<file path="config.mk">
export PLATFORM = sky130hd
export DESIGN_NAME = svh_div
export DESIGN_NICKNAME = d
export VERILOG_FILES = /design/src/hdl/svh_div.sv
export SDC_FILE = /design/constraint.sdc
export NUM_CORES = 1
export LEC_CHECK = 0
export ABC_AREA = 1
export ABC_CLOCK_PERIOD_IN_PS = 4400
export BUFFER_PORTS_ARGS = -buffer_cell sky130_fd_sc_hd__buf_2
export CELL_PAD_IN_SITES_DETAIL_PLACEMENT = 1
export CELL_PAD_IN_SITES_GLOBAL_PLACEMENT = 1
export CORE_ASPECT_RATIO = 2
export CORE_MARGIN = 2
export CORE_UTILIZATION = 40
export CTS_CLUSTER_DIAMETER = 30
export CTS_CLUSTER_SIZE = 8
export DETAILED_ROUTE_END_ITERATION = 7
export PLACE_DENSITY = 0.87
export SLEW_MARGIN = 20
export SYNTH_ARGS = -nofsm -noshare
export SYNTH_HDL_FRONTEND = slang
export SYNTH_SLANG_ARGS = --single-unit
</file>
<file path="constraint.sdc">
create_clock -name i_clk -period 4.4 [get_ports i_clk]
set_input_delay 0.66 -clock i_clk [delete_from_list [all_inputs] [get_ports i_clk]]
set_output_delay 0.66 -clock i_clk [all_outputs]
set_load 0.005 [all_outputs]
</file>
<file path="src/hdl/svh_div.sv">
// restoring divider, one quotient bit per cycle
module svh_div #(
    parameter int NW = 48,
    parameter int DW = 32,
    parameter int QB = 32
) (
    input  logic                       i_clk,
    input  logic                       i_rst_n,
    input  logic                       i_start,
    input  logic [NW-1:0]              i_num,
    input  logic [DW-1:0]              i_den,
    input  logic [$clog2(QB+1)-1:0]    i_steps,
    output logic                       o_done,
    output logic [QB-1:0]              o_quo
);
    localparam int SW  = DW + QB;
    localparam int SBW = $clog2(QB + 1);

    logic [SW-1:0]  r_rem;
    logic [SW-1:0]  r_dsh;
    logic [QB-1:0]  r_quo;
    logic [SBW-1:0] r_cnt;
    logic           r_done;
    logic           fits;

    // numerator must stay below den << i_steps, i_steps at least one
    assign fits = (r_rem >= r_dsh);

    always_ff @(posedge i_clk) begin
        if (!i_rst_n) begin
            r_cnt  <= '0;
            r_done <= 1'b0;
        end else if (i_start) begin
            r_cnt  <= i_steps;
            r_done <= 1'b0;
        end else if (r_cnt != '0) begin
            r_cnt  <= r_cnt - 1'b1;
            r_done <= (r_cnt == SBW'(1));
        end else begin
            r_done <= 1'b0;
        end
    end

    always_ff @(posedge i_clk) begin
        if (i_start) begin
            r_rem <= SW'(i_num);
            r_dsh <= SW'(i_den) << (i_steps - 1'b1);
            r_quo <= '0;
        end else if (r_cnt != '0) begin
            if (fits) begin
                r_rem <= r_rem - r_dsh;
            end
            r_quo <= {r_quo[QB-2:0], fits};
            r_dsh <= r_dsh >> 1;
        end
    end

    assign o_done = r_done;
    assign o_quo  = r_quo;

endmodule

</file>
==> out/qor.csv, run 1 <==
metric,value,unit
synth_top_cell_by_area,nand2_1,
die_h,277.6,um
antenna_cells,0,
num-fill-cells,5112,
power_density,707.5,mW/mm^2
grt_pass1_wl,97630,um
layout_min_cycle_time,3.515,ns
r2r-end,r_rem[3]$_DFFE_PP_,
syn_avg_cell_area,6.094,um^2
post_cts_buffers,0,
ctsRootBufferMaster,clkbuf_16,
ir_worst_vdd,292.3,uV
grt_use_total,0.3304,
rsz0062_at_grt,false,
avgRoutedWirePerCell,21.27,um
p_clk_frac,0.141,
cap_violations,0,
area_growth,11.16,%
ys_warn_count,0,
cts_max_path_buffers,2,
status,"complete, no violations",
min-delay-start,o_quo[31]$_SDFFE_PP0N_,
htree_levels,4,
ios,122,
fp-row-count,100,
cts-hold-fix-buffers,0,
nets,2700,
drt_wl_total,64140,um
combPwrFrac,0.648,
numCtsBuffers,17,
p_sw_frac,0.5515,
start_kind,flip-flop,
intPower,5282,uW
synthFlopType,edfxtp_1,
grt_start_max_net_pins,69,
synth_area,0.01497,mm^2
final.period_utilization,0.7989,
vias_per_cell,5.426,
synthTopCellsByArea,"nand2_1 23%, edfxtp_1 22%, inv_1 12%, dfxtp_1 7.4%, nand3_1 5.7%",
synth_nets,2614,
synth_edf_count,112,
cts_resized,0,
synth_compound_gate_area_share,0.1112,
hold_depth,2,
synth_top_family_by_area,simple AND/OR/NAND/NOR gates,
seq_power_share,0.210,
dp_hpwl,52850,um
first_pass_iters,5,
chipWidth,140.8,um
grt_pass1_vias,17450,
insertion_delay,0.47,ns
synth_cells,2457,
leakage,0.008941,uW
gp_congestion,1.025,
port_buffers,121,
hold_viol,0,
postPlaceCellArea,0.01601,mm^2
dr.first_iter.drc_count,848,
die_area,0.03909,mm^2
cp.arrival,3.68,ns
clock_sinks,167,
worstSetupPathType,flip-flop to flip-flop,
drv_slew,0,
grt_antenna_before_repair,0,
fmax,0.2845,GHz
switchingPower,6494,uW
hold_path_class,flip-flop to flip-flop,
crit_path_end_kind,flip-flop,
ys_seq_area_frac,0.2982,
setup_violations,0,
r2r-start,r_dsh[59]$_DFFE_PP_,
whs,0.4761,ns
yosys.area_share.simple,0.3648,
clk_pin_slew_worst_paths,0.09,ns
coreArea,0.03704,mm^2
fin_tns_setup,0,ns
crit_fanout,48,
drtAntennaViolNets,0,
fin_area,0.01664,mm^2
synth-seq-cells,167,
drc,0,
r2r_slack,0.88,ns
synthMuxAreaShare,0.004011,
synth_fa_ha_area_frac,0.05732,
drive_gt1_frac,0.08529,
seqCellArea,0.004464,mm^2
via_count,16360,
synth_top_area_share,0.2321,
ys_types,51,
relSlewSlack,0.4397,
grt_overflow,0,
skew,0.01870,ns
start_util,0.4043,
reg2regPathDepth,11,
async_flop_share,0,
cp.required,4.56,ns
multi_input_area,0.008358,mm^2
cts_tree,built,
worstMarginPinSlew,0.8395,ns
min_to,o_quo[31]$_SDFFE_PP0N_,
synth_xor_area_frac,0.01922,
## synthesized netlist by cell type (12+ instances only)
cell	number
buf_2	23
nor3_1	15
o211ai_1	19
ha_1	67
xnor2_1	23
a21oi_1	62
clkbuf_1	32
nand2_1	926
o21ai_1	34
inv_1	481
dfxtp_1	55
nand3_1	171
o21ai_0	111
or2_2	12
nand4_1	26
edfxtp_1	112
o22ai_1	37
nor2_1	140
## cell type report
class | instances | share of cell area
inverters | 490 | 0.1106
clock inverters | 14 | 0.01128
well taps | 459 | 0.03451
repair buffers | 139 | 0.04616
flip-flops and latches | 167 | 0.2682
clock buffers | 18 | 0.02706
multi-input cells | 1728 | 0.5022
## metrics by stage
stage / setup slack [ns] / total power (uW) / utilization / cells
5_1_grt: 0.8064 / 12670 / 0.4494 / 3015
6_report: 0.8849 / 11780 / 0.4494 / 3015
3_3_place_gp: 1.112 / 9654 / 0.4322 / 2983
2_1_floorplan: 0.8281 / 7413 / - / 2457
3_5_place_dp: 1.076 / 9955 / 0.4322 / 2983
4_1_cts: 1.057 / 11650 / 0.4494 / 3015
## placed cells by master (no fill, tap or decap), types with 18 or more instances in the layout
master,n
a21oi_1,62
buf_2,120
clkbuf_16,18
dfxtp_1,55
edfxtp_1,112
ha_1,67
inv_1,479
nand2_1,925
nand3_1,171
nand4_1,26
nor2_1,140
o211ai_1,19
o21ai_0,111
o21ai_1,34
o22ai_1,37
xnor2_1,23
## layer usage
metal	vias up	routed length [um]	part of all wire	GRT usage
met5	-	0	0	0
met4	0	6801	0.11	0.2892
met3	249	2378	0.037	0.04695
met2	474	33470	0.52	0.6191
met1	7757	21490	0.33	0.3035
li1	7878	-	-	-
## power groups by stage
stage                     clock [uW]  combinational [uW]  sequential (uW)
final                           1670                7640             2470
after global routing            1720                8440             2500
after CTS                       1670                7510             2470
after detailed placement           0                7460             2490
after global placement             0                7180             2480
after floorplan                    0                5010             2400
## worst max-delay path, stage by stage, from the launching register on
cell      delay [ns]
edfxtp_1        0.53
inv_1           0.09
ha_1            0.38
a21oi_1         0.27
o21ai_0         0.19
a21oi_1         0.45
nand2_1         0.09
a21oi_1         0.23
nand3_4         0.29
nand2_4         0.31
nand2_2         0.10
buf_12          0.19
## registers in the layout (all words and copies together) (netlist names)
register / cells
o_quo: 32
r_dsh: 64
o_done: 1
r_cnt: 6
r_rem: 64
## worst max path at each step
stage	from	end	slack, ns	cells past startpoint
2_1_floorplan	i_start	r_dsh[0]$_DFFE_PP_	0.83	4
3_3_place_gp	r_dsh[59]$_DFFE_PP_	r_rem[5]$_DFFE_PP_	1.11	11
3_5_place_dp	r_dsh[59]$_DFFE_PP_	r_rem[4]$_DFFE_PP_	1.08	11
4_1_cts	r_dsh[59]$_DFFE_PP_	r_rem[13]$_DFFE_PP_	1.06	11
5_1_grt	r_dsh[59]$_DFFE_PP_	r_rem[13]$_DFFE_PP_	0.81	11
6_report	r_dsh[59]$_DFFE_PP_	r_rem[3]$_DFFE_PP_	0.88	11
## cell families (layout without fill, tap and decap cells)
logic type / after synthesis / count (layout)
AOI/OAI and AO/OA: 295 / 295
xor gates and xnor gates: 29 / 29
adders and majority gates: 68 / 68
buffers and inverters: 562 / 661
DFF: 167 / 167
muxes: 6 / 6
and+or+nand+nor: 1330 / 1330
No activity file was read; power rests on OpenSTA's default activity.
==> run 2: changes to the inputs <==
ABC_CLOCK_PERIOD_IN_PS = 3000   (was 4400)
CORE_UTILIZATION = 39   (was 40)
PLACE_DENSITY = 0.88   (was 0.87)
clock period = 3 ns   (was 4.4 ns; I/O delays follow)
==> out/qor.csv, run 2 (synthesized netlist as in run 1, its figures left out) <==
metric,value,unit,change
status,"complete, no violations",,unchanged
antenna_cells,0,,unchanged
crit_slowest_cell,edfxtp_1,,unchanged
numCtsBuffers,17,,unchanged
final_util,0.4475,,was 0.4494
dp_hpwl,53440,um,was 52850 um
dr.first_iter.drc_count,941,,was 848
hold_viol,0,,unchanged
r2r-start,r_dsh[57]$_DFFE_PP_,,was r_dsh[59]$_DFFE_PP_
endpoint,r_rem[62]$_SDFFE_PP0P_,,was r_rem[3]$_DFFE_PP_
die_h,281.1,um,was 277.6 um
grt_pass1_wl,97260,um,was 97630 um
hold_path_class,primary input to flip-flop,,was flip-flop to flip-flop
worstMarginPinSlew,1.085,ns,was 0.8395 ns
vias_per_cell,5.444,,was 5.426
mostFrequentLayoutCell,nand2_1,,unchanged
fmax,0.3520,GHz,was 0.2845 GHz
power_density,1031,mW/mm^2,was 707.5 mW/mm^2
m1WireLength,21370,um,was 21490 um
clock_sinks,167,,unchanged
ir_worst_vdd,420.2,uV,was 292.3 uV
start_kind,flip-flop,,unchanged
drtAntennaViolNets,0,,unchanged
critical_path.max_stage_delay,0.48,ns,was 0.53 ns
avgRoutedWirePerCell,21.20,um,was 21.27 um
wl_met2,32990,um,was 33470 um
num-fill-cells,5293,,was 5112
cp.arrival,3.27,ns,was 3.68 ns
ios,122,,unchanged
crit_fanout,15,,was 48
nets,2733,,was 2700
cp.required,3.43,ns,was 4.56 ns
grt_antenna_before_repair,0,,unchanged
final_cell_mix,"925 x nand2_1, 479 x inv_1, 171 x nand3_1",,unchanged
r2r_slack,0.16,ns,was 0.88 ns
grt_overflow,0,,unchanged
final.period_utilization,0.9469,,was 0.7989
area_growth,13.30,%,was 11.16%
post_cts_buffers,0,,unchanged
ctsRootBufferMaster,clkbuf_16,,unchanged
cts_tree,built,,unchanged
setup_violations,0,,unchanged
startpoint,r_dsh[57]$_DFFE_PP_,,was r_dsh[59]$_DFFE_PP_
seqCellArea,0.004464,mm^2,unchanged
fin_area,0.01697,mm^2,was 0.01664 mm^2
cap_violations,0,,unchanged
via_count,16620,,was 16360
drv_slew,0,,unchanged
port_buffers,121,,unchanged
fp-row-count,101,,was 100
crit_cells,13,,was 11
start_util,0.3950,,was 0.4043
wl_met3,2464,um,was 2378 um
drt_wl_total,64710,um,was 64140 um
cp_num_buf_inv,2,,unchanged
r2r-end,r_rem[62]$_SDFFE_PP0P_,,was r_rem[3]$_DFFE_PP_
cp_common_cell,nand2_1,,was a21oi_1
postPlaceCellArea,0.01630,mm^2,was 0.01601 mm^2
drc,0,,unchanged
power.total,17490,uW,was 11780 uW
whs,0.2393,ns,was 0.4761 ns
leakage,0.009130,uW,was 0.008941 uW
reg2regPathDepth,13,,was 11
die_area,0.04007,mm^2,was 0.03909 mm^2
layout_min_cycle_time,2.841,ns,was 3.515 ns
clk_pin_slew_worst_paths,0.09,ns,about the same
grt_start_max_net_pins,88,,was 69
worstSetupPathType,flip-flop to flip-flop,,unchanged
crit_path_end_kind,flip-flop,,unchanged
cp_top_family,simple AND/OR/NAND/NOR gates,,was compound AO/OA/AOI/OAI gates
multi_input_area,0.008374,mm^2,was 0.008358 mm^2
rsz0062_at_grt,false,,unchanged
skew,0.02226,ns,was 0.01870 ns
relSlewSlack,0.2758,,was 0.4397
gp_congestion,1.022,,was 1.025
drive_gt1_frac,0.09849,,was 0.08529
grt_pass1_vias,17470,,was 17450
insertion_delay,0.48,ns,was 0.47 ns
htree_levels,4,,unchanged
cp_cell_sequence,"inv_1, ha_1, nand2_1, nor2_2, nand2_1, nor2_1, and3_2, nand3_2, nand3_4, buf_4, and2_2, nand2_1, nand2_1",,"was inv_1, ha_1, a21oi_1, o21ai_0, a21oi_1, nand2_1, a21oi_1, nand3_4, nand2_4, nand2_2, buf_12"
first_pass_iters,7,,was 5
grt_use_total,0.3257,,was 0.3304
chipWidth,142.6,um,was 140.8 um
cts_max_path_buffers,2,,unchanged
highest-signal-layer,met4,,unchanged
coreArea,0.03791,mm^2,was 0.03704 mm^2
[run 2: final cells by class]
| type | count | share of cell area |
|---|---|---|
| Clock buffer | 17 | 0.02508 |
| Clock inverter | 15 | 0.01143 |
| Inverter | 490 | 0.1085 |
| Multi-Input combinational cell | 1728 | 0.4936 |
| Sequential cell | 167 | 0.2631 |
| Tap cell | 463 | 0.03415 |
| Timing Repair Buffer | 172 | 0.06409 |
[run 2: worst min-delay path, stage by stage]
cell and delay (ns):
buf_2 0.08, nand2_1 0.04, nand2_1 0.05
[run 2: per-layer routing]
metal | vias to the layer above | track usage
met5 | - | 0
met4 | 0 | 0.3300
met3 | 276 | 0.03834
met2 | 536 | 0.5897
met1 | 7861 | 0.3024
li1 | 7942 | -
[run 2: report_power, final]
group / switching [uW] / leakage, uW / internal (uW)
Sequential: 329 / 0.00164 / 3310
Combinational: 8030 / 0.00718 / 3420
Clock: 1250 / 0.000302 / 1150
[run 2: worst min-delay path by stage]
stage	startpoint	to	slack, ns	cells after the start
6_report	i_num[45]	r_rem[45]$_DFFE_PP_	0.24	3
5_1_grt	i_num[3]	r_rem[3]$_DFFE_PP_	0.26	3
4_1_cts	i_num[5]	r_rem[5]$_DFFE_PP_	0.24	3
3_5_place_dp	r_rem[57]$_SDFFE_PP0P_	r_rem[57]$_SDFFE_PP0P_	0.47	2
3_3_place_gp	o_quo[31]$_SDFFE_PP0N_	o_quo[31]$_SDFFE_PP0N_	0.45	2
2_1_floorplan	r_rem[55]$_SDFFE_PP0P_	r_rem[55]$_SDFFE_PP0P_	0.45	2
[run 2: what timing repair did]
action / in CTS / in global routing
setup endpoints to repair: 0 / 62
gates resized for setup: 0 / 6
hold buffers: 0 / 0
[run 2: through the flow]
stage	setup TNS, ns	worst slack [ns]	std cells
2_1_floorplan	0	0.08497	2457
3_3_place_gp	-0.1593	-0.1593	3019
3_5_place_dp	-0.1633	-0.1633	3019
4_1_cts	0	0.05215	3051
5_1_grt	0	0.02461	3052
6_report	0	0.1592	3052
==> run 3: changes to the inputs <==
REMOVE_ABC_BUFFERS = 1   (was not set)
==> out/qor.csv, run 3 (synthesized netlist as in run 1, its figures left out) <==
metric,value,unit,change
status,"complete, no violations",,unchanged
chipWidth,142.6,um,unchanged
cp_common_cell,nand2_1,,unchanged
avgRoutedWirePerCell,20.84,um,was 21.20 um
fin_tns_setup,0,ns,unchanged
dr.first_iter.drc_count,726,,was 941
fin_cells,3053,,was 3052
crit_path_end_kind,flip-flop,,unchanged
layout_min_cycle_time,2.835,ns,was 2.841 ns
num-fill-cells,5230,,was 5293
post_cts_buffers,0,,unchanged
cp_num_buf_inv,2,,unchanged
drtAntennaViolNets,0,,unchanged
grt_pass1_wl,97030,um,was 97260 um
cp.required,3.21,ns,was 3.43 ns
power_density,1025,mW/mm^2,was 1031 mW/mm^2
hold_viol,0,,unchanged
antenna_cells,0,,unchanged
port_buffers,121,,unchanged
relSlewSlack,0.5800,,was 0.2758
gp_congestion,1.011,,was 1.022
cts-hold-fix-buffers,0,,unchanged
insertion_delay,0.47,ns,was 0.48 ns
ios,122,,unchanged
cp_cell_sequence,"inv_1, ha_1, nand2_1, nor2_1, nand2_1, inv_1, nand4_1, nand3_1, nand2_1, nand3_1, nand2_1, o22a_1",,"was inv_1, ha_1, nand2_1, nor2_2, nand2_1, nor2_1, and3_2, nand3_2, nand3_4, buf_4, and2_2, nand2_1, nand2_1"
start_kind,flip-flop,,unchanged
worstSetupPathType,flip-flop to flip-flop,,unchanged
grt_antenna_before_repair,0,,unchanged
mostFrequentLayoutCell,nand2_1,,unchanged
ir_worst_vdd,495.5,uV,was 420.2 uV
cts_tree,built,,unchanged
drive_gt1_frac,0.09730,,was 0.09849
start_util,0.3950,,unchanged
drt_wl_total,63620,um,was 64710 um
die_h,281.1,um,unchanged
die_area,0.04007,mm^2,unchanged
fmax,0.3527,GHz,was 0.3520 GHz
rsz0062_at_grt,false,,unchanged
clk_pin_slew_worst_paths,0.08,ns,was 0.09 ns
dp_hpwl,53720,um,was 53440 um
final.period_utilization,0.9450,,was 0.9469
cp.arrival,3.04,ns,was 3.27 ns
drv_slew,0,,unchanged
clock_sinks,167,,unchanged
crit_fanout,4,,was 15
cts_resized,0,,unchanged
grt_overflow,0,,unchanged
htree_levels,4,,unchanged
coreArea,0.03791,mm^2,unchanged
grt_use_total,0.3239,,was 0.3257
cap_violations,0,,unchanged
grt_start_max_net_pins,102,,was 88
hold_path_class,primary input to flip-flop,,unchanged
final_util,0.4475,,unchanged
worstMarginPinSlew,0.6124,ns,was 1.085 ns
skew,0.01461,ns,was 0.02226 ns
dp_cells,3021,,was 3019
numCtsBuffers,17,,unchanged
setup_violations,0,,unchanged
critical_path.max_stage_delay,0.42,ns,was 0.48 ns
crit_slowest_cell,nand3_1,,was edfxtp_1
area_growth,13.30,%,unchanged
leakage,0.009132,uW,was 0.009130 uW
drc,0,,unchanged
cp_top_family,simple AND/OR/NAND/NOR gates,,unchanged
fp-row-count,101,,unchanged
via_count,16450,,was 16620
vias_per_cell,5.389,,was 5.444
nets,2734,,was 2733
final_cell_mix,"925 x nand2_1, 479 x inv_1, 171 x nand3_1",,unchanged
cts_max_path_buffers,2,,unchanged
first_pass_iters,6,,was 7
grt_pass1_vias,17840,,was 17470
ctsRootBufferMaster,clkbuf_16,,unchanged
==> run 3: metrics by stage <==
| step | total power (uW) | cell area, um^2 | worst slack, ns | hold slack [ns] |
|---|---|---|---|---|
| 2_1_floorplan | 10770 | 14640 | -0.4991 | 0.4517 |
| 3_3_place_gp | 14360 | 16330 | 0.1705 | 0.4448 |
| 3_5_place_dp | 14820 | 16330 | 0.1363 | 0.4517 |
| 4_1_cts | 17280 | 16960 | 0.2276 | 0.2415 |
| 5_1_grt | 18700 | 16970 | 0.005655 | 0.2695 |
| 6_report | 17390 | 16970 | 0.1650 | 0.2599 |
==> run 3: worst paths after layout <==
check / startpoint / endpoint / slack, ns / depth (start not counted)
worst max register to register: r_dsh[11]$_DFFE_PP_ / r_rem[35]$_DFFE_PP_ / 0.17 / 12
worst max-delay path: r_dsh[11]$_DFFE_PP_ / r_rem[35]$_DFFE_PP_ / 0.17 / 12
worst min-delay path: i_num[5] / r_rem[5]$_DFFE_PP_ / 0.26 / 3
worst min register to register: o_quo[31]$_SDFFE_PP0N_ / o_quo[31]$_SDFFE_PP0N_ / 0.46 / 2
==> run 3: final cells by class <==
cell class                 instances  area, um^2  share of cell area
clock buffer                      19       464.2             0.02736
tap                              463       579.3             0.03415
clock inverter                    13       167.7            0.009883
sequential                       167        4464              0.2631
timing repair buffer             173        1086             0.06402
inverter                         490        1841              0.1085
multi-input combinational       1728        8363              0.4930
==> run 3: worst reg2reg max path, cell delays in order (launching register included) <==
cell and delay (ns):
edfxtp_1 0.34, inv_1 0.10, ha_1 0.38, nand2_1 0.13, nor2_1 0.26, nand2_1 0.20, inv_1 0.12, nand4_1 0.08
nand3_1 0.42, nand2_1 0.15, nand3_1 0.10, nand2_1 0.05, o22a_1 0.23
==> run 3: where the power goes <==
group          switching (uW)  internal [uW]  leakage [uW]
Sequential                306           3310       0.00164
Clock                    1130           1270      0.000311
Combinational            7940           3430       0.00718
==> run 3: metal layers <==
metal | vias up | global-route usage | wire length, um
met4 | 0 | 0.3052 | 7203
met2 | 512 | 0.6095 | 33510
li1 | 7944 | - | -
met5 | - | 0 | 0
met3 | 263 | 0.04345 | 2173
met1 | 7734 | 0.2871 | 20730
